==> config.mk <==
export PLATFORM = sky130hd
export DESIGN_NAME = gcd_lcm_prime_unit
export DESIGN_NICKNAME = d
export VERILOG_FILES = /design/src/rtl/core/gclp_pkg.sv /design/src/rtl/core/gclp_dpath.sv /design/src/rtl/core/gclp_ctrl.sv /design/src/rtl/core/gcd_lcm_prime_unit.sv
export VERILOG_INCLUDE_DIRS = /design/src /design/src/rtl/core
export SDC_FILE = /design/constraint.sdc
export NUM_CORES = 1
export LEC_CHECK = 0
export ABC_AREA = 1
export ABC_CLOCK_PERIOD_IN_PS = 6000
export BUFFER_PORTS_ARGS = -buffer_cell sky130_fd_sc_hd__clkbuf_2
export CAP_MARGIN = 20
export CORE_MARGIN = 2
export CORE_UTILIZATION = 40
export DETAILED_ROUTE_END_ITERATION = 10
export PLACE_DENSITY = 0.54
export SETUP_SLACK_MARGIN = 0.02
export SYNTH_ARGS = -nofsm -noshare
export SYNTH_HDL_FRONTEND = slang
export SYNTH_HIERARCHICAL = 1
export SYNTH_SLANG_ARGS = --single-unit
==> constraint.sdc <==
create_clock -name clk -period 6 [get_ports clk]
set_input_delay 0.9 -clock clk [delete_from_list [all_inputs] [get_ports clk]]
set_output_delay 0.9 -clock clk [all_outputs]
set_load 0.05 [all_outputs]
==> src/rtl/core/gcd_lcm_prime_unit_assert.svh <==
// Assertion macros shared by the gcd/lcm/prime unit modules.
// Expects signals named clk and rst_n in the including module.
`ifndef GCD_LCM_PRIME_UNIT_ASSERT_SVH
`define GCD_LCM_PRIME_UNIT_ASSERT_SVH

// same-cycle implication
`define GCLP_ASSERT_NOW(lbl, ante, cons) \
  lbl: assert property (@(posedge clk) disable iff (!rst_n) (ante) |-> (cons)) \
    else $error("%m: assertion failed");

// next-cycle implication
`define GCLP_ASSERT_NEXT(lbl, ante, cons) \
  lbl: assert property (@(posedge clk) disable iff (!rst_n) (ante) |=> (cons)) \
    else $error("%m: assertion failed");

`endif

==> src/rtl/core/gclp_pkg.sv <==
// Shared types and constants for the gcd/lcm/prime unit.
// No dependencies; imported by controller, datapath and top level.
package gclp_pkg;

  localparam int GCLP_WIDTH = 32;

  typedef enum logic [1:0] {
    CMD_GCD     = 2'd0,
    CMD_LCM     = 2'd1,
    CMD_COPRIME = 2'd2,
    CMD_PRIME   = 2'd3
  } cmd_t;

  typedef enum logic [1:0] {
    ERR_OK   = 2'd0,
    ERR_OVF  = 2'd1,
    ERR_ZDIV = 2'd2
  } err_t;

  typedef struct packed {
    cmd_t        cmd;
    logic [31:0] operand_a;
    logic [31:0] operand_b;
  } in_item_t;

  typedef struct packed {
    logic [31:0] value;
    logic        flag;
    logic [1:0]  error;
  } out_item_t;

  typedef enum logic [3:0] {
    OP_NOP       = 4'd0,
    OP_LOAD      = 4'd1,
    OP_DIV_INIT  = 4'd2,
    OP_DIV_STEP  = 4'd3,
    OP_EUC_NEXT  = 4'd4,
    OP_LCM_SETUP = 4'd5,
    OP_MUL_INIT  = 4'd6,
    OP_MUL_STEP  = 4'd7,
    OP_PRM_SETUP = 4'd8,
    OP_PRM_NEXT  = 4'd9
  } dp_op_t;

  typedef enum logic [2:0] {
    RES_GCD      = 3'd0,
    RES_COPRIME  = 3'd1,
    RES_LCM      = 3'd2,
    RES_LCM_ZDIV = 3'd3,
    RES_PRIME    = 3'd4,
    RES_NOTPRIME = 3'd5
  } res_kind_t;

  typedef struct packed {
    dp_op_t    op;
    logic      res_set;
    res_kind_t res_kind;
    logic      out_load;
  } dp_cmd_t;

  typedef struct packed {
    cmd_t cmd;
    logic x_zero;
    logic y_zero;
    logic cnt_last;
    logic a_lt2;
    logic a_lt4;
    logic a_even;
    logic d_gt_q;
    logic rem_zero;
  } dp_stat_t;

endpackage

==> src/rtl/core/gclp_dpath.sv <==
// Datapath: operand registers, shared radix-2 divider, shift-add multiplier
// with overflow tracking, result and output registers. Uses gclp_pkg.
`include "gcd_lcm_prime_unit_assert.svh"

module gclp_dpath
  import gclp_pkg::*;
#(
  parameter int WIDTH = GCLP_WIDTH
) (
  input  logic      clk,
  input  logic      rst_n,
  input  in_item_t  in_data,
  input  dp_cmd_t   dp_cmd,
  output dp_stat_t  dp_stat,
  output out_item_t out_data
);

  localparam int CW = $clog2(WIDTH);
  localparam logic [CW-1:0] CNT_LAST = CW'(WIDTH - 1);

  cmd_t             cmd_r;
  logic [WIDTH-1:0] a_r, b_r, x_r, y_r;
  logic [WIDTH-1:0] rem_r, quo_r, acc_r;
  logic             ovf_r;
  logic [CW-1:0]    cnt_r;
  logic [WIDTH-1:0] res_value_r;
  logic             res_flag_r;
  err_t             res_err_r;
  out_item_t        out_data_r;

  logic [WIDTH:0]   div_t, div_sub;
  logic             div_ge;
  logic [WIDTH-1:0] div_rem;
  logic [WIDTH+1:0] mul_t;
  logic             mul_ovf;
  logic [WIDTH-1:0] a_in, b_in;

  assign a_in = WIDTH'(in_data.operand_a);
  assign b_in = WIDTH'(in_data.operand_b);

  // restoring division step: dividend bits shift out of quo_r from the top
  always_comb begin
    div_t   = {rem_r, quo_r[WIDTH-1]};
    div_ge  = div_t >= {1'b0, y_r};
    div_sub = div_t - {1'b0, y_r};
    div_rem = div_ge ? div_sub[WIDTH-1:0] : div_t[WIDTH-1:0];
  end

  // MSB-first multiply of quo_r by b_r; acc only grows, so overflow is sticky
  always_comb begin
    mul_t   = {1'b0, acc_r, 1'b0} + {2'b00, (quo_r[WIDTH-1] ? b_r : '0)};
    mul_ovf = ovf_r | (mul_t[WIDTH+1:WIDTH] != 2'b00);
  end

  always_ff @(posedge clk) begin
    case (dp_cmd.op)
      OP_LOAD: begin
        cmd_r <= in_data.cmd;
        a_r   <= a_in;
        b_r   <= b_in;
        x_r   <= a_in;
        y_r   <= b_in;
      end
      OP_DIV_INIT: begin
        rem_r <= '0;
        quo_r <= x_r;
        cnt_r <= '0;
      end
      OP_DIV_STEP: begin
        rem_r <= div_rem;
        quo_r <= {quo_r[WIDTH-2:0], div_ge};
        cnt_r <= cnt_r + 1'b1;
      end
      OP_EUC_NEXT: begin
        x_r <= y_r;
        y_r <= rem_r;
      end
      OP_LCM_SETUP: begin
        // x_r holds the gcd here; next divide a by it
        x_r   <= a_r;
        y_r   <= x_r;
        rem_r <= '0;
        quo_r <= a_r;
        cnt_r <= '0;
      end
      OP_MUL_INIT: begin
        acc_r <= '0;
        ovf_r <= 1'b0;
        cnt_r <= '0;
      end
      OP_MUL_STEP: begin
        acc_r <= mul_t[WIDTH-1:0];
        ovf_r <= mul_ovf;
        quo_r <= {quo_r[WIDTH-2:0], 1'b0};
        cnt_r <= cnt_r + 1'b1;
      end
      OP_PRM_SETUP: begin
        y_r   <= WIDTH'(3);
        rem_r <= '0;
        quo_r <= x_r;
        cnt_r <= '0;
      end
      OP_PRM_NEXT: begin
        y_r   <= y_r + WIDTH'(2);
        rem_r <= '0;
        quo_r <= x_r;
        cnt_r <= '0;
      end
      default: begin
      end
    endcase
  end

  always_ff @(posedge clk) begin
    if (dp_cmd.res_set) begin
      case (dp_cmd.res_kind)
        RES_GCD: begin
          res_value_r <= x_r;
          res_flag_r  <= 1'b0;
          res_err_r   <= ERR_OK;
        end
        RES_COPRIME: begin
          res_value_r <= '0;
          res_flag_r  <= (x_r == WIDTH'(1));
          res_err_r   <= ERR_OK;
        end
        RES_LCM: begin
          // issued on the last multiply step, so take the step's results
          res_value_r <= mul_ovf ? '1 : mul_t[WIDTH-1:0];
          res_flag_r  <= 1'b0;
          res_err_r   <= mul_ovf ? ERR_OVF : ERR_OK;
        end
        RES_LCM_ZDIV: begin
          res_value_r <= '0;
          res_flag_r  <= 1'b0;
          res_err_r   <= ERR_ZDIV;
        end
        RES_PRIME: begin
          res_value_r <= '0;
          res_flag_r  <= 1'b1;
          res_err_r   <= ERR_OK;
        end
        default: begin
          res_value_r <= '0;
          res_flag_r  <= 1'b0;
          res_err_r   <= ERR_OK;
        end
      endcase
    end
    if (dp_cmd.out_load) begin
      out_data_r.value <= 32'(res_value_r);
      out_data_r.flag  <= res_flag_r;
      out_data_r.error <= res_err_r;
    end
  end

  assign out_data = out_data_r;

  always_comb begin
    dp_stat.cmd      = cmd_r;
    dp_stat.x_zero   = (x_r == '0);
    dp_stat.y_zero   = (y_r == '0);
    dp_stat.cnt_last = (cnt_r == CNT_LAST);
    dp_stat.a_lt2    = (a_r < WIDTH'(2));
    dp_stat.a_lt4    = (a_r < WIDTH'(4));
    dp_stat.a_even   = ~a_r[0];
    dp_stat.d_gt_q   = (y_r > quo_r);
    dp_stat.rem_zero = (rem_r == '0);
  end

  `GCLP_ASSERT_NOW(a_div_nonzero, dp_cmd.op == OP_DIV_STEP, y_r != '0)
  `GCLP_ASSERT_NOW(a_rem_bound, dp_cmd.op == OP_DIV_STEP, rem_r < y_r)
  `GCLP_ASSERT_NEXT(a_mul_clear, dp_cmd.op == OP_MUL_INIT, !ovf_r && acc_r == '0)

endmodule

==> src/rtl/core/gclp_ctrl.sv <==
// Controller: sequences Euclid, lcm and trial-division steps on the datapath
// and owns the input stall and output valid. Uses gclp_pkg.
`include "gcd_lcm_prime_unit_assert.svh"

module gclp_ctrl
  import gclp_pkg::*;
(
  input  logic     clk,
  input  logic     rst_n,
  input  logic     in_valid,
  input  cmd_t     in_cmd,
  output logic     in_stall,
  output logic     out_valid,
  input  logic     out_stall,
  input  dp_stat_t dp_stat,
  output dp_cmd_t  dp_cmd
);

  typedef enum logic [10:0] {
    ST_IDLE    = 11'b000_0000_0001,
    ST_EUC_CHK = 11'b000_0000_0010,
    ST_EUC_DIV = 11'b000_0000_0100,
    ST_EUC_NXT = 11'b000_0000_1000,
    ST_LCM_DIV = 11'b000_0001_0000,
    ST_MUL_INI = 11'b000_0010_0000,
    ST_MUL_RUN = 11'b000_0100_0000,
    ST_PRM_CHK = 11'b000_1000_0000,
    ST_PRM_DIV = 11'b001_0000_0000,
    ST_PRM_TST = 11'b010_0000_0000,
    ST_FIN     = 11'b100_0000_0000
  } state_t;

  state_t state_r, state_nxt;
  logic   out_valid_r, out_valid_nxt;

  always_comb begin
    state_nxt       = state_r;
    dp_cmd.op       = OP_NOP;
    dp_cmd.res_set  = 1'b0;
    dp_cmd.res_kind = RES_GCD;
    dp_cmd.out_load = 1'b0;
    case (state_r)
      ST_IDLE: begin
        if (in_valid) begin
          dp_cmd.op = OP_LOAD;
          state_nxt = (in_cmd == CMD_PRIME) ? ST_PRM_CHK : ST_EUC_CHK;
        end
      end
      ST_EUC_CHK: begin
        if (dp_stat.y_zero) begin
          // Euclid done, gcd sits in x
          case (dp_stat.cmd)
            CMD_COPRIME: begin
              dp_cmd.res_set  = 1'b1;
              dp_cmd.res_kind = RES_COPRIME;
              state_nxt       = ST_FIN;
            end
            CMD_LCM: begin
              if (dp_stat.x_zero) begin
                dp_cmd.res_set  = 1'b1;
                dp_cmd.res_kind = RES_LCM_ZDIV;
                state_nxt       = ST_FIN;
              end else begin
                dp_cmd.op = OP_LCM_SETUP;
                state_nxt = ST_LCM_DIV;
              end
            end
            default: begin
              dp_cmd.res_set  = 1'b1;
              dp_cmd.res_kind = RES_GCD;
              state_nxt       = ST_FIN;
            end
          endcase
        end else begin
          dp_cmd.op = OP_DIV_INIT;
          state_nxt = ST_EUC_DIV;
        end
      end
      ST_EUC_DIV: begin
        dp_cmd.op = OP_DIV_STEP;
        if (dp_stat.cnt_last) state_nxt = ST_EUC_NXT;
      end
      ST_EUC_NXT: begin
        dp_cmd.op = OP_EUC_NEXT;
        state_nxt = ST_EUC_CHK;
      end
      ST_LCM_DIV: begin
        dp_cmd.op = OP_DIV_STEP;
        if (dp_stat.cnt_last) state_nxt = ST_MUL_INI;
      end
      ST_MUL_INI: begin
        dp_cmd.op = OP_MUL_INIT;
        state_nxt = ST_MUL_RUN;
      end
      ST_MUL_RUN: begin
        dp_cmd.op = OP_MUL_STEP;
        if (dp_stat.cnt_last) begin
          dp_cmd.res_set  = 1'b1;
          dp_cmd.res_kind = RES_LCM;
          state_nxt       = ST_FIN;
        end
      end
      ST_PRM_CHK: begin
        if (dp_stat.a_lt2) begin
          dp_cmd.res_set  = 1'b1;
          dp_cmd.res_kind = RES_NOTPRIME;
          state_nxt       = ST_FIN;
        end else if (dp_stat.a_lt4) begin
          dp_cmd.res_set  = 1'b1;
          dp_cmd.res_kind = RES_PRIME;
          state_nxt       = ST_FIN;
        end else if (dp_stat.a_even) begin
          dp_cmd.res_set  = 1'b1;
          dp_cmd.res_kind = RES_NOTPRIME;
          state_nxt       = ST_FIN;
        end else begin
          dp_cmd.op = OP_PRM_SETUP;
          state_nxt = ST_PRM_DIV;
        end
      end
      ST_PRM_DIV: begin
        dp_cmd.op = OP_DIV_STEP;
        if (dp_stat.cnt_last) state_nxt = ST_PRM_TST;
      end
      ST_PRM_TST: begin
        // divisor past the quotient means it passed the square root
        if (dp_stat.d_gt_q) begin
          dp_cmd.res_set  = 1'b1;
          dp_cmd.res_kind = RES_PRIME;
          state_nxt       = ST_FIN;
        end else if (dp_stat.rem_zero) begin
          dp_cmd.res_set  = 1'b1;
          dp_cmd.res_kind = RES_NOTPRIME;
          state_nxt       = ST_FIN;
        end else begin
          dp_cmd.op = OP_PRM_NEXT;
          state_nxt = ST_PRM_DIV;
        end
      end
      ST_FIN: begin
        if (!out_valid_r || !out_stall) begin
          dp_cmd.out_load = 1'b1;
          state_nxt       = ST_IDLE;
        end
      end
      default: begin
        state_nxt = ST_IDLE;
      end
    endcase
  end

  always_comb begin
    out_valid_nxt = out_valid_r;
    if (dp_cmd.out_load) out_valid_nxt = 1'b1;
    else if (!out_stall) out_valid_nxt = 1'b0;
  end

  always_ff @(posedge clk) begin
    if (!rst_n) begin
      state_r     <= ST_IDLE;
      out_valid_r <= 1'b0;
    end else begin
      state_r     <= state_nxt;
      out_valid_r <= out_valid_nxt;
    end
  end

  assign in_stall  = (state_r != ST_IDLE);
  assign out_valid = out_valid_r;

  `GCLP_ASSERT_NEXT(a_busy_after_accept, in_valid && !in_stall, in_stall)
  `GCLP_ASSERT_NEXT(a_res_then_fin, dp_cmd.res_set, state_r == ST_FIN)
  `GCLP_ASSERT_NEXT(a_fin_exit, state_r == ST_FIN, state_r == ST_FIN || state_r == ST_IDLE)

endmodule

==> src/rtl/core/gcd_lcm_prime_unit.sv <==
// Number-theory unit on unsigned magnitudes: gcd, lcm, coprime and prime tests.
// Channels: in_valid/in_stall/in_data carry an item {cmd, operand_a, operand_b};
// out_valid/out_stall/out_data return one item {value, flag, error} per input.
// One item is processed at a time; in_stall is high from acceptance until the
// result has moved into the output register. A result waiting under out_stall
// does not block the next input item from being accepted and worked on.
// All work runs on one radix-2 divider and a one-bit-per-cycle multiplier.
//   gcd / coprime: each Euclid remainder step is a check, a full division and
//     a swap of x and y; at most about 1.44*WIDTH steps.
//   lcm: Euclid, then one division and one multiply.
//   prime: one division per odd trial divisor from 3 up to sqrt(a); about
//     2^(WIDTH/2-1) divisors in the worst case.
// Values below 4 or even values finish without any division.
// Reset (rst_n low, synchronous) returns the controller to idle and drops
// out_valid; no clearing pass is needed. A stalled result holds its value.
module gcd_lcm_prime_unit
  import gclp_pkg::*;
#(
  parameter int WIDTH = GCLP_WIDTH
) (
  input  logic      clk,
  input  logic      rst_n,
  input  logic      in_valid,
  output logic      in_stall,
  input  in_item_t  in_data,
  output logic      out_valid,
  input  logic      out_stall,
  output out_item_t out_data
);

  dp_cmd_t  dp_cmd;
  dp_stat_t dp_stat;

  gclp_ctrl u_ctrl (
    .clk       (clk),
    .rst_n     (rst_n),
    .in_valid  (in_valid),
    .in_cmd    (in_data.cmd),
    .in_stall  (in_stall),
    .out_valid (out_valid),
    .out_stall (out_stall),
    .dp_stat   (dp_stat),
    .dp_cmd    (dp_cmd)
  );

  gclp_dpath #(
    .WIDTH (WIDTH)
  ) u_dpath (
    .clk      (clk),
    .rst_n    (rst_n),
    .in_data  (in_data),
    .dp_cmd   (dp_cmd),
    .dp_stat  (dp_stat),
    .out_data (out_data)
  );

endmodule
==> reports/results.txt <==
status - completed
P&R area growth vs syn - 11.8%
Rows - 83
vias per cell - 5.33
Worst-Skew Late Latency - 0.57 ns
worst hold-check path type - register to register
first-pass GRT wire length - 108000 um
H-tree levels - 2
Setup Fix Bufs, Post-CTS - 0
I/O pins - 107
GRT Total Usage - 26.9%
Routed WL - 72100 um
GRT overflow - 0
Pint - 6.93 mW
maximum clock insertion buffer count - 3
setup TNS - 0 ns
max-cap check violation count - 0
CTS tree - yes
Max Fclk - 0.201 GHz
Seq/Total Area, Yosys - 45.2%
Crit Path Class - register to register
Post-Route Skew - 0.0225 ns
Compound-Gate Fraction of Synth Area - 6.92%
die height - 231 um
number of library cell types mapped by synthesis - 49
via count - 18300
Switch Pwr - 6.26 mW
WP data required - 6.18 ns
final setup fails - 0
wire per inst - 20.9 um
Top Usage Layer GRT - met2
XOR/XNOR Fraction of Synth Area - 1.10%
most frequent CP cell - inv_1
CP Buf/Inv Count - 7
pwr/cell area - 573 mW/mm2
Clock Pin Slew Worst Setup and Hold Paths - 0.06 ns
largest net degree at the start of global routing - 58
Crit path depth - 17
RePlAce Congestion - 1.01
Flop pwr share - 32.9%
Synth Instances - 2629
Pleak - 10.7 nW
Worst path max stage delay - 0.74 ns
hold_ws - 0.411 ns
Slew Limit Fails - 0
Synth async-reset ratio - 0%
HPWL Detailed - 57300 um
Mapped Avg Cell Area - 7.84 um2
Clk network pwr share - 16.4%
CP arrival - 5.17 ns
Tcrit/Tclk final - 83.1%
Final ANT Viol Nets - 0
M1 GR Usage - 37.6%
I/O Buffers - 106
initial antenna violation count - 1
Initial Util - 40.3%
# DRC - 0
cts repair resizes - 0
number of synthesized flops with an enable pin - 302
CORE AREA - 0.0511 mm2
Top delay family on crit path - simple AND/OR/NAND/NOR gates
WHS Path Cells - 0
iteration-0 DRC count of the detailed router - 1576
Sw Share - 47.5%
CTS root buf - clkbuf_16
simple-gate share of the synthesized area - 31.4%
# nets final - 2909
largest family of logic cells by synthesized area - simple AND/OR/NAND/NOR gates
Post-CTS Hold Fix Bufs - 0
worst slew pin tran - 1.11 ns
R2R cell count - 17
met2 Use GR - 42.8%
Fin. Hold Viols - 0
Syn. warnings - 6
maximum vdd drop - 0.000367 V
chip width - 231 um
crit-path max FO - 31
#FFs+latches synth - 314
fraction of layout cells with a size suffix above 1 - 9.31%
full die area - 0.0534 mm2
TritonCTS buffer count - 38
Final Critical Period - 4.98 ns
relative slew slack - 26.1%
worst-path cell with the longest stage delay - nor4_1
dominant synthesized flop cell - edfxtp_1
DRT Pass-1 Iters - 5
endpoint class of the critical path - register
met3 GRT Util - 3.83%
Synthesized Nets - 2801
worst-path cell chain - inv_1 -> nand3_1 -> nor3_1 -> nand4_1 -> nor4_1 -> inv_1 -> nor2_2 -> inv_1 -> nor2_2 -> inv_1 -> nand4_1 -> nand2_1 -> nor2_1 -> clkinv_1 -> buf_4 -> nand3_1 -> buf_4
CTS Sinks - 314
synthesized area - 0.0206 mm2
combinational power share - 50.6%
RSZ-0062 raised after global routing - no
number of global-route vias before repair - 17700
CP Launch Type - register
post-synthesis mux area share - 0%
area share of fa/ha/maj cells after synthesis - 6.27%
## routing by layer
metal  vias up  wire length, um
li1       8915                -
met1      8645            32500
met2       678            32400
met3       107             4870
met4         0             2330
met5         -                0
## placed cells by master, fill, tap and decap left out, types with 17 or more instances in the layout
cell type and n:
clkbuf_16 39, nand4_1 62, nand3_1 177, nor2_2 17, nor3_1 36, o211ai_1 65
a21oi_1 73, inv_1 403, edfxtp_1 302, nand2_1 826, clkbuf_2 106, nor4_1 36
ha_1 100, o21ai_0 40, nand3b_1 26, nor2_1 248
## Yosys cell counts, types with 26 or more instances
| library cell | instances | area [um2] |
|---|---|---|
| nor3_1 | 36 | 180 |
| o211ai_1 | 65 | 488 |
| a21oi_1 | 73 | 365 |
| edfxtp_1 | 302 | 9070 |
| ha_1 | 100 | 1250 |
| o21ai_0 | 42 | 210 |
| nor4_1 | 36 | 225 |
| clkbuf_1 | 27 | 101 |
| nor2_1 | 251 | 942 |
| inv_1 | 404 | 1520 |
| nand3_1 | 177 | 886 |
| nand2_1 | 827 | 3100 |
| nand3b_1 | 26 | 195 |
| nand4_1 | 62 | 388 |
## stage by stage
stage               std cells  setup WS [ns]  total power [mW]  cell area [um2]  util, %
floorplan                2629           1.18              8.81            20600        -
global placement         3375           1.22              10.9            21800     42.8
detailed placement       3376           1.27              10.9            21900     42.8
CTS                      3439           1.24              13.2            23000     45.0
global route             3441          0.808              14.2            23000     45.1
finish                   3442           1.02              13.2            23000     45.1
## power by group through the flow
stage / clock network [mW] / registers (mW) / logic, mW
2_1_floorplan: 0 / 4.10 / 4.71
3_3_place_gp: 0 / 4.34 / 6.56
3_5_place_dp: 0 / 4.36 / 6.58
4_1_cts: 2.23 / 4.32 / 6.62
5_1_grt: 2.30 / 4.43 / 7.46
6_report: 2.17 / 4.34 / 6.68
## worst paths after layout
kind	endpoint	slack, ns	start
worst max-delay path	u_dpath/y_r[31]	1.02	u_dpath/y_r[1]
worst min-delay path	u_dpath/out_data[34]	0.41	u_dpath/res_value_r[31]
worst min register to register	u_dpath/out_data[34]	0.41	u_dpath/res_value_r[31]
worst max register to register	u_dpath/y_r[31]	1.02	u_dpath/y_r[1]
## state kept, by name (all words and copies together), names as in the netlist
register and flops:
u_dpath/x_r 32, u_dpath/quo_r 32, u_dpath/res_flag_r 1, u_dpath/acc_r 32, u_dpath/cmd_r 2, u_dpath/res_err_r 2
u_dpath/res_value_r 32, u_dpath/ovf_r 1, u_dpath/out_data 35, u_dpath/a_r 32, u_ctrl/out_valid 1, u_dpath/y_r 32
u_dpath/rem_r 32, u_ctrl/state_r 11, u_dpath/cnt_r 5, u_dpath/b_r 32
## logic make-up after synthesis
logic type / Yosys count
buffers and inverters: 475
AOI/OAI and AO/OA: 228
xor gates and xnor gates: 26
and+or+nand+nor: 1484
DFF: 314
adders and majority gates: 102
## cell type report
cell class | count | area (um2)
inverters | 418 | 1570
repair buffers | 125 | 726
fillers | 5214 | 28100
diodes | 2 | 5.00
well taps | 680 | 851
clock buffers | 45 | 998
clock inverters | 18 | 133
flip-flops and latches | 314 | 9310
multi-input cells | 1840 | 9450
Note: power is estimated with default switching activity, not from simulation.
